$ cat config.mk
export PLATFORM = sky130hd
export DESIGN_NAME = bgi_div
export DESIGN_NICKNAME = d
export VERILOG_FILES = /design/src/hw/rtl/bayer_grbg_green_interpolation_defines.svh /design/src/hw/rtl/bgi_pkg.sv /design/src/hw/rtl/bgi_div.sv
export SDC_FILE = /design/constraint.sdc
export NUM_CORES = 1
export LEC_CHECK = 0
export BUFFER_PORTS_ARGS = -buffer_cell sky130_fd_sc_hd__buf_2
export CORE_MARGIN = 1.5
export CORE_UTILIZATION = 57
export DETAILED_ROUTE_END_ITERATION = 10
export GPL_ROUTABILITY_DRIVEN = 0
export PLACE_DENSITY = 0.95
export SYNTH_ARGS = -nofsm -noshare
export SYNTH_HDL_FRONTEND = slang
export SYNTH_SLANG_ARGS = --single-unit
$ cat constraint.sdc
create_clock -name clock -period 4.5 [get_ports clock]
set_input_delay 0 -clock clock [delete_from_list [all_inputs] [get_ports clock]]
set_output_delay 0 -clock clock [all_outputs]
set_load 0.01 [all_outputs]
$ cat src/hw/rtl/bayer_grbg_green_interpolation_defines.svh
// ----------------------------------------------------------------------------
// Assertion macros for the GRBG green interpolation block
// Concurrent checks on clock/reset, compiled out with NO_ASSERTIONS.
// ----------------------------------------------------------------------------
`ifndef BAYER_GRBG_GREEN_INTERPOLATION_DEFINES_SVH
`define BAYER_GRBG_GREEN_INTERPOLATION_DEFINES_SVH

`ifndef NO_ASSERTIONS
// same-cycle implication
`define BGI_ASSERT_IMP(lbl, ante, cons, msg) \
   lbl: assert property (@(posedge clock) disable iff (reset) (ante) |-> (cons)) \
      else $error(msg);
// next-cycle implication
`define BGI_ASSERT_NXT(lbl, ante, cons, msg) \
   lbl: assert property (@(posedge clock) disable iff (reset) (ante) |=> (cons)) \
      else $error(msg);
`else
`define BGI_ASSERT_IMP(lbl, ante, cons, msg)
`define BGI_ASSERT_NXT(lbl, ante, cons, msg)
`endif

`endif

$ cat src/hw/rtl/bgi_pkg.sv
// ----------------------------------------------------------------------------
// bgi_pkg
// Shared widths, register indexes and helpers of the green interpolation block.
// ----------------------------------------------------------------------------
package bgi_pkg;

   localparam int PIX_W     = 8;
   localparam int DIM_W     = 12;
   localparam int MTH_W     = 2;
   localparam int SCL_W     = 7;
   localparam int CSR_AW    = 3;
   localparam int CSR_DW    = 12;
   localparam int DIV_NUM_W = 18;
   localparam int DIV_DEN_W = 10;

   localparam int DEF_MAX_WIDTH  = 2048;
   localparam int DEF_MAX_HEIGHT = 2048;

   localparam logic [CSR_AW-1:0] CSR_WIDTH   = 3'd0;
   localparam logic [CSR_AW-1:0] CSR_HEIGHT  = 3'd1;
   localparam logic [CSR_AW-1:0] CSR_METHOD  = 3'd2;
   localparam logic [CSR_AW-1:0] CSR_SCALE_X = 3'd3;
   localparam logic [CSR_AW-1:0] CSR_SCALE_Y = 3'd4;

   localparam logic [MTH_W-1:0] METHOD_BILINEAR = 2'd0;
   localparam logic [MTH_W-1:0] METHOD_EDGE     = 2'd1;
   localparam logic [MTH_W-1:0] METHOD_GRAD     = 2'd2;

   localparam logic [DIM_W-1:0] RST_WIDTH  = 12'd640;
   localparam logic [DIM_W-1:0] RST_HEIGHT = 12'd480;
   localparam logic [SCL_W-1:0] RST_SCALE  = 7'd1;

   // sum of three 8-bit samples divided by 3: reciprocal 683/2048, exact up to 765
   function automatic logic [PIX_W-1:0] div3(input logic [9:0] s);
      logic [20:0] p;
      p = {11'b0, s} * 21'd683;
      return p[18:11];
   endfunction

endpackage

$ cat src/hw/rtl/bgi_div.sv
// ----------------------------------------------------------------------------
// bgi_div
// Restoring divider, one quotient bit per cycle.
// ----------------------------------------------------------------------------
module bgi_div (
   input  logic                              clock,
   input  logic                              reset,
   input  logic                              start,
   input  logic [bgi_pkg::DIV_NUM_W-1:0]     dividend,
   input  logic [bgi_pkg::DIV_DEN_W-1:0]     divisor,
   output logic [bgi_pkg::DIV_NUM_W-1:0]     quotient,
   output logic [bgi_pkg::DIV_DEN_W-1:0]     remainder,
   output logic                              done
);
   import bgi_pkg::*;

   localparam int CNT_W = $clog2(DIV_NUM_W + 1);

   logic                 busy_ff, busy_in;
   logic                 done_ff, done_in;
   logic [CNT_W-1:0]     cnt_ff, cnt_in;
   logic [DIV_NUM_W-1:0] quo_ff, quo_in;
   logic [DIV_DEN_W-1:0] rem_ff, rem_in;
   logic [DIV_DEN_W-1:0] den_ff, den_in;
   logic [DIV_DEN_W:0]   trial;
   logic [DIV_DEN_W:0]   diff;

   assign trial = {rem_ff, quo_ff[DIV_NUM_W-1]};
   assign diff  = trial - {1'b0, den_ff};

   always_comb begin
      busy_in = busy_ff;
      done_in = 1'b0;
      cnt_in  = cnt_ff;
      quo_in  = quo_ff;
      rem_in  = rem_ff;
      den_in  = den_ff;
      if (start) begin
         busy_in = 1'b1;
         cnt_in  = CNT_W'(DIV_NUM_W);
         quo_in  = dividend;
         rem_in  = '0;
         den_in  = divisor;
      end else if (busy_ff) begin
         if (trial >= {1'b0, den_ff}) begin
            rem_in = diff[DIV_DEN_W-1:0];
            quo_in = {quo_ff[DIV_NUM_W-2:0], 1'b1};
         end else begin
            rem_in = trial[DIV_DEN_W-1:0];
            quo_in = {quo_ff[DIV_NUM_W-2:0], 1'b0};
         end
         cnt_in = cnt_ff - CNT_W'(1);
         if (cnt_ff == CNT_W'(1)) begin
            busy_in = 1'b0;
            done_in = 1'b1;
         end
      end
   end

   always_ff @(posedge clock) begin
      if (reset) begin
         busy_ff <= 1'b0;
         done_ff <= 1'b0;
         cnt_ff  <= '0;
      end else begin
         busy_ff <= busy_in;
         done_ff <= done_in;
         cnt_ff  <= cnt_in;
      end
   end

   always_ff @(posedge clock) begin
      quo_ff <= quo_in;
      rem_ff <= rem_in;
      den_ff <= den_in;
   end

   assign quotient  = quo_ff;
   assign remainder = rem_ff;
   assign done      = done_ff;

endmodule

---- After elaboration in Yosys (flattened, before gate mapping) ----
Index checks and enable logic that the tools add are counted.
word-level totals
  register bits ........................... 45
  bits of input ports ..................... 31
  word-level logic and storage cells ...... 25
cells by class
  $add $sub $neg .......................... 2
  magnitude comparators ................... 1
  equal/unequal tests ..................... 1
  muxes and demuxes ....................... 10
  bitwise operators ....................... 1
  reductions and logical operators ........ 3
operator list
  operator             count
  $mux 18              2
  $ge 11x10->1         1
  $mux 10              1
  $mux 5               2
  $sub 10x10->10       1
  $eq 5x1->1 const B   1
  $mux 1               5
  $sub 5x1->5 const B  1
  $reduce_or 3->1      1
  $reduce_bool 2->1    1
  $reduce_or 2->1      1
  $not 1->1            1

---- Logic depth before layout (Yosys ltp) ----
  depth after elaboration ................. 4
  gate-level depth with buffers ........... 9
  depth with buffers taken out ............ 9

---- Least setup slack after synthesis ----
OpenSTA, ideal clock, no wires.
  path kind ............................... register to register
  start point ............................. register quo_ff[17], in the netlist quotient[17]
  end point ............................... register rem_ff[6], in the netlist remainder[6]
  setup time .............................. 0.103 ns
  arrival time ............................ 2.033 ns
  required time ........................... 4.397 ns
  path slack .............................. 2.364 ns
  stages on the path, launching flop included .. 10
  period minus slack after synthesis ...... 2.136 ns
  path through ............................ edfxtp_1 > inv_1 > ha_1 > inv_1 > fa_1 > a211oi_1 > o211ai_1 > o2111ai_1 > a21oi_1 > a2111oi_2
on the way
  cells in the longest elaborated chain, start to end .. 2
  elaborated cells between the ends (all ways) .. 3
  those cells by class .................... add/sub (1); order compare (1); mux (1)
RTL lines
  item                                            RTL line                      source
  start: declaration                              bgi_div.sv:22                 logic [DIV_NUM_W-1:0] quo_ff, quo_in;
  start signal: assignment                        bgi_div.sv:73                 quo_ff <= quo_in;
  $sub 10x10->10 or $ge 11x10->1 (tied branches)  bgi_div.sv:29, bgi_div.sv:45
  $mux 10 *                                       bgi_div.sv:45                 if (trial >= {1'b0, den_ff}) begin
  end signal: assignment                          bgi_div.sv:74                 rem_ff <= rem_in;
  end: declaration                                bgi_div.sv:23                 logic [DIV_DEN_W-1:0] rem_ff, rem_in;
Mark *: on every way between the ends. The rest lies on a longest branch, timed or not.
A chain may end at the register's enable or synchronous reset.

---- Worst setup path after layout ----
  start point ............................. register den_ff[6]
  end point ............................... register quo_ff[0], in the netlist quotient[0], data pin
on the way
  cells in the longest elaborated chain, start to end .. 4
RTL lines
  item                      RTL line       source
  start: declaration        bgi_div.sv:24  logic [DIV_DEN_W-1:0] den_ff, den_in;
  start signal: assignment  bgi_div.sv:75  den_ff <= den_in;
  $ge 11x10->1              bgi_div.sv:45
  $mux 1                    bgi_div.sv:45
  $mux 18                   bgi_div.sv:44  end else if (busy_ff) begin
  $mux 18                   bgi_div.sv:38  if (start) begin
  via quo_in[0]             bgi_div.sv:22
The timed path passes the listed nets, and every way through them passes these cells. The select of a mux whose other input is x is not followed.

==> metrics.csv <==
metric,value,unit
status,"complete, no violations",
Hold WS,0.00715,ns
Sw Share,29.0,%
Final Max Slew Viols,0,
CP top delay family,compound AO/OA/AOI/OAI gates,
first-pass GRT wire length,8720,um
clock buffers created by TritonCTS,5,
PortBufs,59,
Sink Count,45,
area post-placement,2730,um2
Vias,2019,
Sequential cell area,1180,um2
hold crit path type,in -> reg,
worst setup margin,2.13,ns
TritonCTS clock tree,yes,
DRT antenna net count,0,
Post-CTS Setup Repair Bufs,0,
"Reg clk slew, reported paths",0.09,ns
Main synth FF type,edfxtp_1,
"Data required, critical path",4.56,ns
final instance area,3040,um2
combinational group share of total power,24.6,%
vias in the first global route,1856,
Detailed Route WL,5700,um
Finished Core Util,75.9,%
GRT Residual Overflow,0,
CTS H-tree depth,2,
Period minus WS final,2.37,ns
# nets final,333,
kind of end point of the critical path,register,
total net switching power,0.314,mW
number of flops mapped to enable cells by yosys,28,
Critical Path Max Stage Delay,0.49,ns
P_int,0.769,mW
final setup TNS,0,ns
sequential element share of the synthesized area,49.5,%
layout cell share with drive strength beyond 1,34.1,%
CP Data Arrival Time,2.43,ns
Startpoint Class,register,
initial antenna violation count,0,
multi-input logic area,1120,um2
Routed WL per cell,16.8,um
antenna cells,0,
Mapped Cells,209,
average size of a mapped cell,11.4,um2
Global Route Usage Sum,26.2,%
Bufs and invs on worst path,1,
"worst slack, placed",2.20,ns
clk_lat worst skew,0.30,ns
Tightest Pin Transition,0.926,ns
largest net degree at the start of global routing,41,
cts hold-fix bufs,17,
slowest cell on the critical path,a211oi_4,
filler cell count,259,
"commonest non-fill, non-tap cell in the layout",buf_2,
Peak supply drop,255,uV
crit path kind,reg -> reg,
DRC,0,
post-synth net total,253,
RSZ-0062 raised after global routing,no,
Synth async-reset ratio,0,%
die width,67.7,um
Core Area,4000,um2
die height,67.7,um
#FFs+latches synth,45,
leakage,1.30,nW
post-cts repair resize count,0,
Slew headroom,38.2,%
Reg power frac,47.3,%
fmax,422,MHz
CTS max path bufs,2,
Rows,23,
Fin. Hold Viols,0,
vias per cell,5.94,
Post-Syn Area,2390,um2
Yosys Warn Count,0,
pwr/cell area,357,nW/um2
crit-path cells,inv_1 > ha_1 > a21oi_2 > o21ai_2 > a211oi_4 > nand2_1 > mux2_2,
most frequent cells in the layout,"buf_2 (59), edfxtp_1 (28), dlygate4sd3_1 (20)",
Final Skew,0.0112,ns
worst-path fanout max,10,
Clock power frac,28.1,%
io pins,60,
max cap viols,0,
initial core utilization,59.7,%
CTS Root Buffer Type,clkbuf_8,
DRT Pass-1 Iters,4,
synth unique cells,48,
HPWL after DPL,3710,um
# setup viols final,0,
1st-iter DRT viols,270,
die area,4590,um2
Layout area overhead,27.3,%
fin crit share,52.7,%
[stage by stage]
stage	total power, mW	std cells
floorplan	0.682	209
detailed placement	0.763	312
global route	1.13	340
CTS	1.08	337
global placement	0.750	312
finish	1.08	340
[metal layers]
metal	vias to the layer above	global-route usage [%]	part of all wire, %
li1	951	-	-
met1	954	34.0	40
met2	97	42.3	50
met3	17	7.00	6.7
met4	0	9.18	2.7
met5	-	0	0
[cells in the mapped netlist, types with 2 or more instances]
cell type  number  area share [%]
and2_1          3            0.79
o31ai_1         2            0.63
o21ai_0         8             1.7
a21oi_2         2            0.73
mux2_2         18             8.5
a21oi_1         7             1.5
a211o_1         2            0.73
nor2_1          9             1.4
or2_2           2            0.52
nor3_1          6             1.3
ha_1           12             6.3
buf_1           2            0.31
xnor2_1         4             1.5
a311oi_1        6             2.2
nand3_1         5             1.0
o211ai_1        6             1.9
xor2_1          4             1.5
inv_1          17             2.7
nand2_1        12             1.9
edfxtp_1       28              35
and3_1          3            0.79
a31oi_1         4             1.0
dfxtp_1        17              14
nor4_1          2            0.52
clkbuf_1        5            0.79
[worst paths after layout]
path	endpoint	cells past startpoint	slack, ns	start
min reg2reg	remainder[5]$_SDFFE_PP0P_	2	0.53	remainder[5]$_SDFFE_PP0P_
max	quotient[0]$_DFFE_PP_	7	2.13	den_ff[6]$_DFFE_PP_
min	quotient[14]$_DFFE_PP_	2	0.007	dividend[14]
max reg2reg	quotient[0]$_DFFE_PP_	7	2.13	den_ff[6]$_DFFE_PP_
[state kept, by name, indices dropped and copies added, names as in the netlist]
| register | count |
|---|---|
| busy_ff | 1 |
| cnt_ff | 5 |
| den_ff | 10 |
| done | 1 |
| quotient | 18 |
| remainder | 10 |
[worst reg2reg max path, delay by kind of cell, from the launching register on]
family / cells / cell delay, ns
compound gates: 3 / 0.92
simple gates: 1 / 0.16
buf+inv: 1 / 0.04
mux: 1 / 0.30
flops: 1 / 0.33
fa+ha+maj: 1 / 0.37
[final cells by class]
cell class              instances  area share, %
clock buffers                   6           2.39
clock inverters                 2           1.28
inverters                      17           2.10
multi-input cells             140           36.7
flip-flops and latches         45           38.9
well taps                      50           2.06
repair buffers                 80           16.6
[power by group through the flow]
stage,Sequential (mW),Combinational (mW),Clock (mW)
2_1_floorplan,0.523,0.158,0
3_3_place_gp,0.517,0.233,0
3_5_place_dp,0.520,0.244,0
4_1_cts,0.511,0.259,0.308
5_1_grt,0.517,0.290,0.324
6_report,0.512,0.267,0.305
[logic make-up after synthesis]
kind of cell               after synthesis  synth area share, %
AOI/OAI and AO/OA                       51                 17.1
xor gates and xnor gates                 8                 2.93
adders and majority gates               13                 7.13
buffers and inverters                   24                 3.77
DFF                                     45                 49.5
muxes                                   18                 8.49
and+or+nand+nor                         50                 11.1
(Power assumes the default switching activity.)
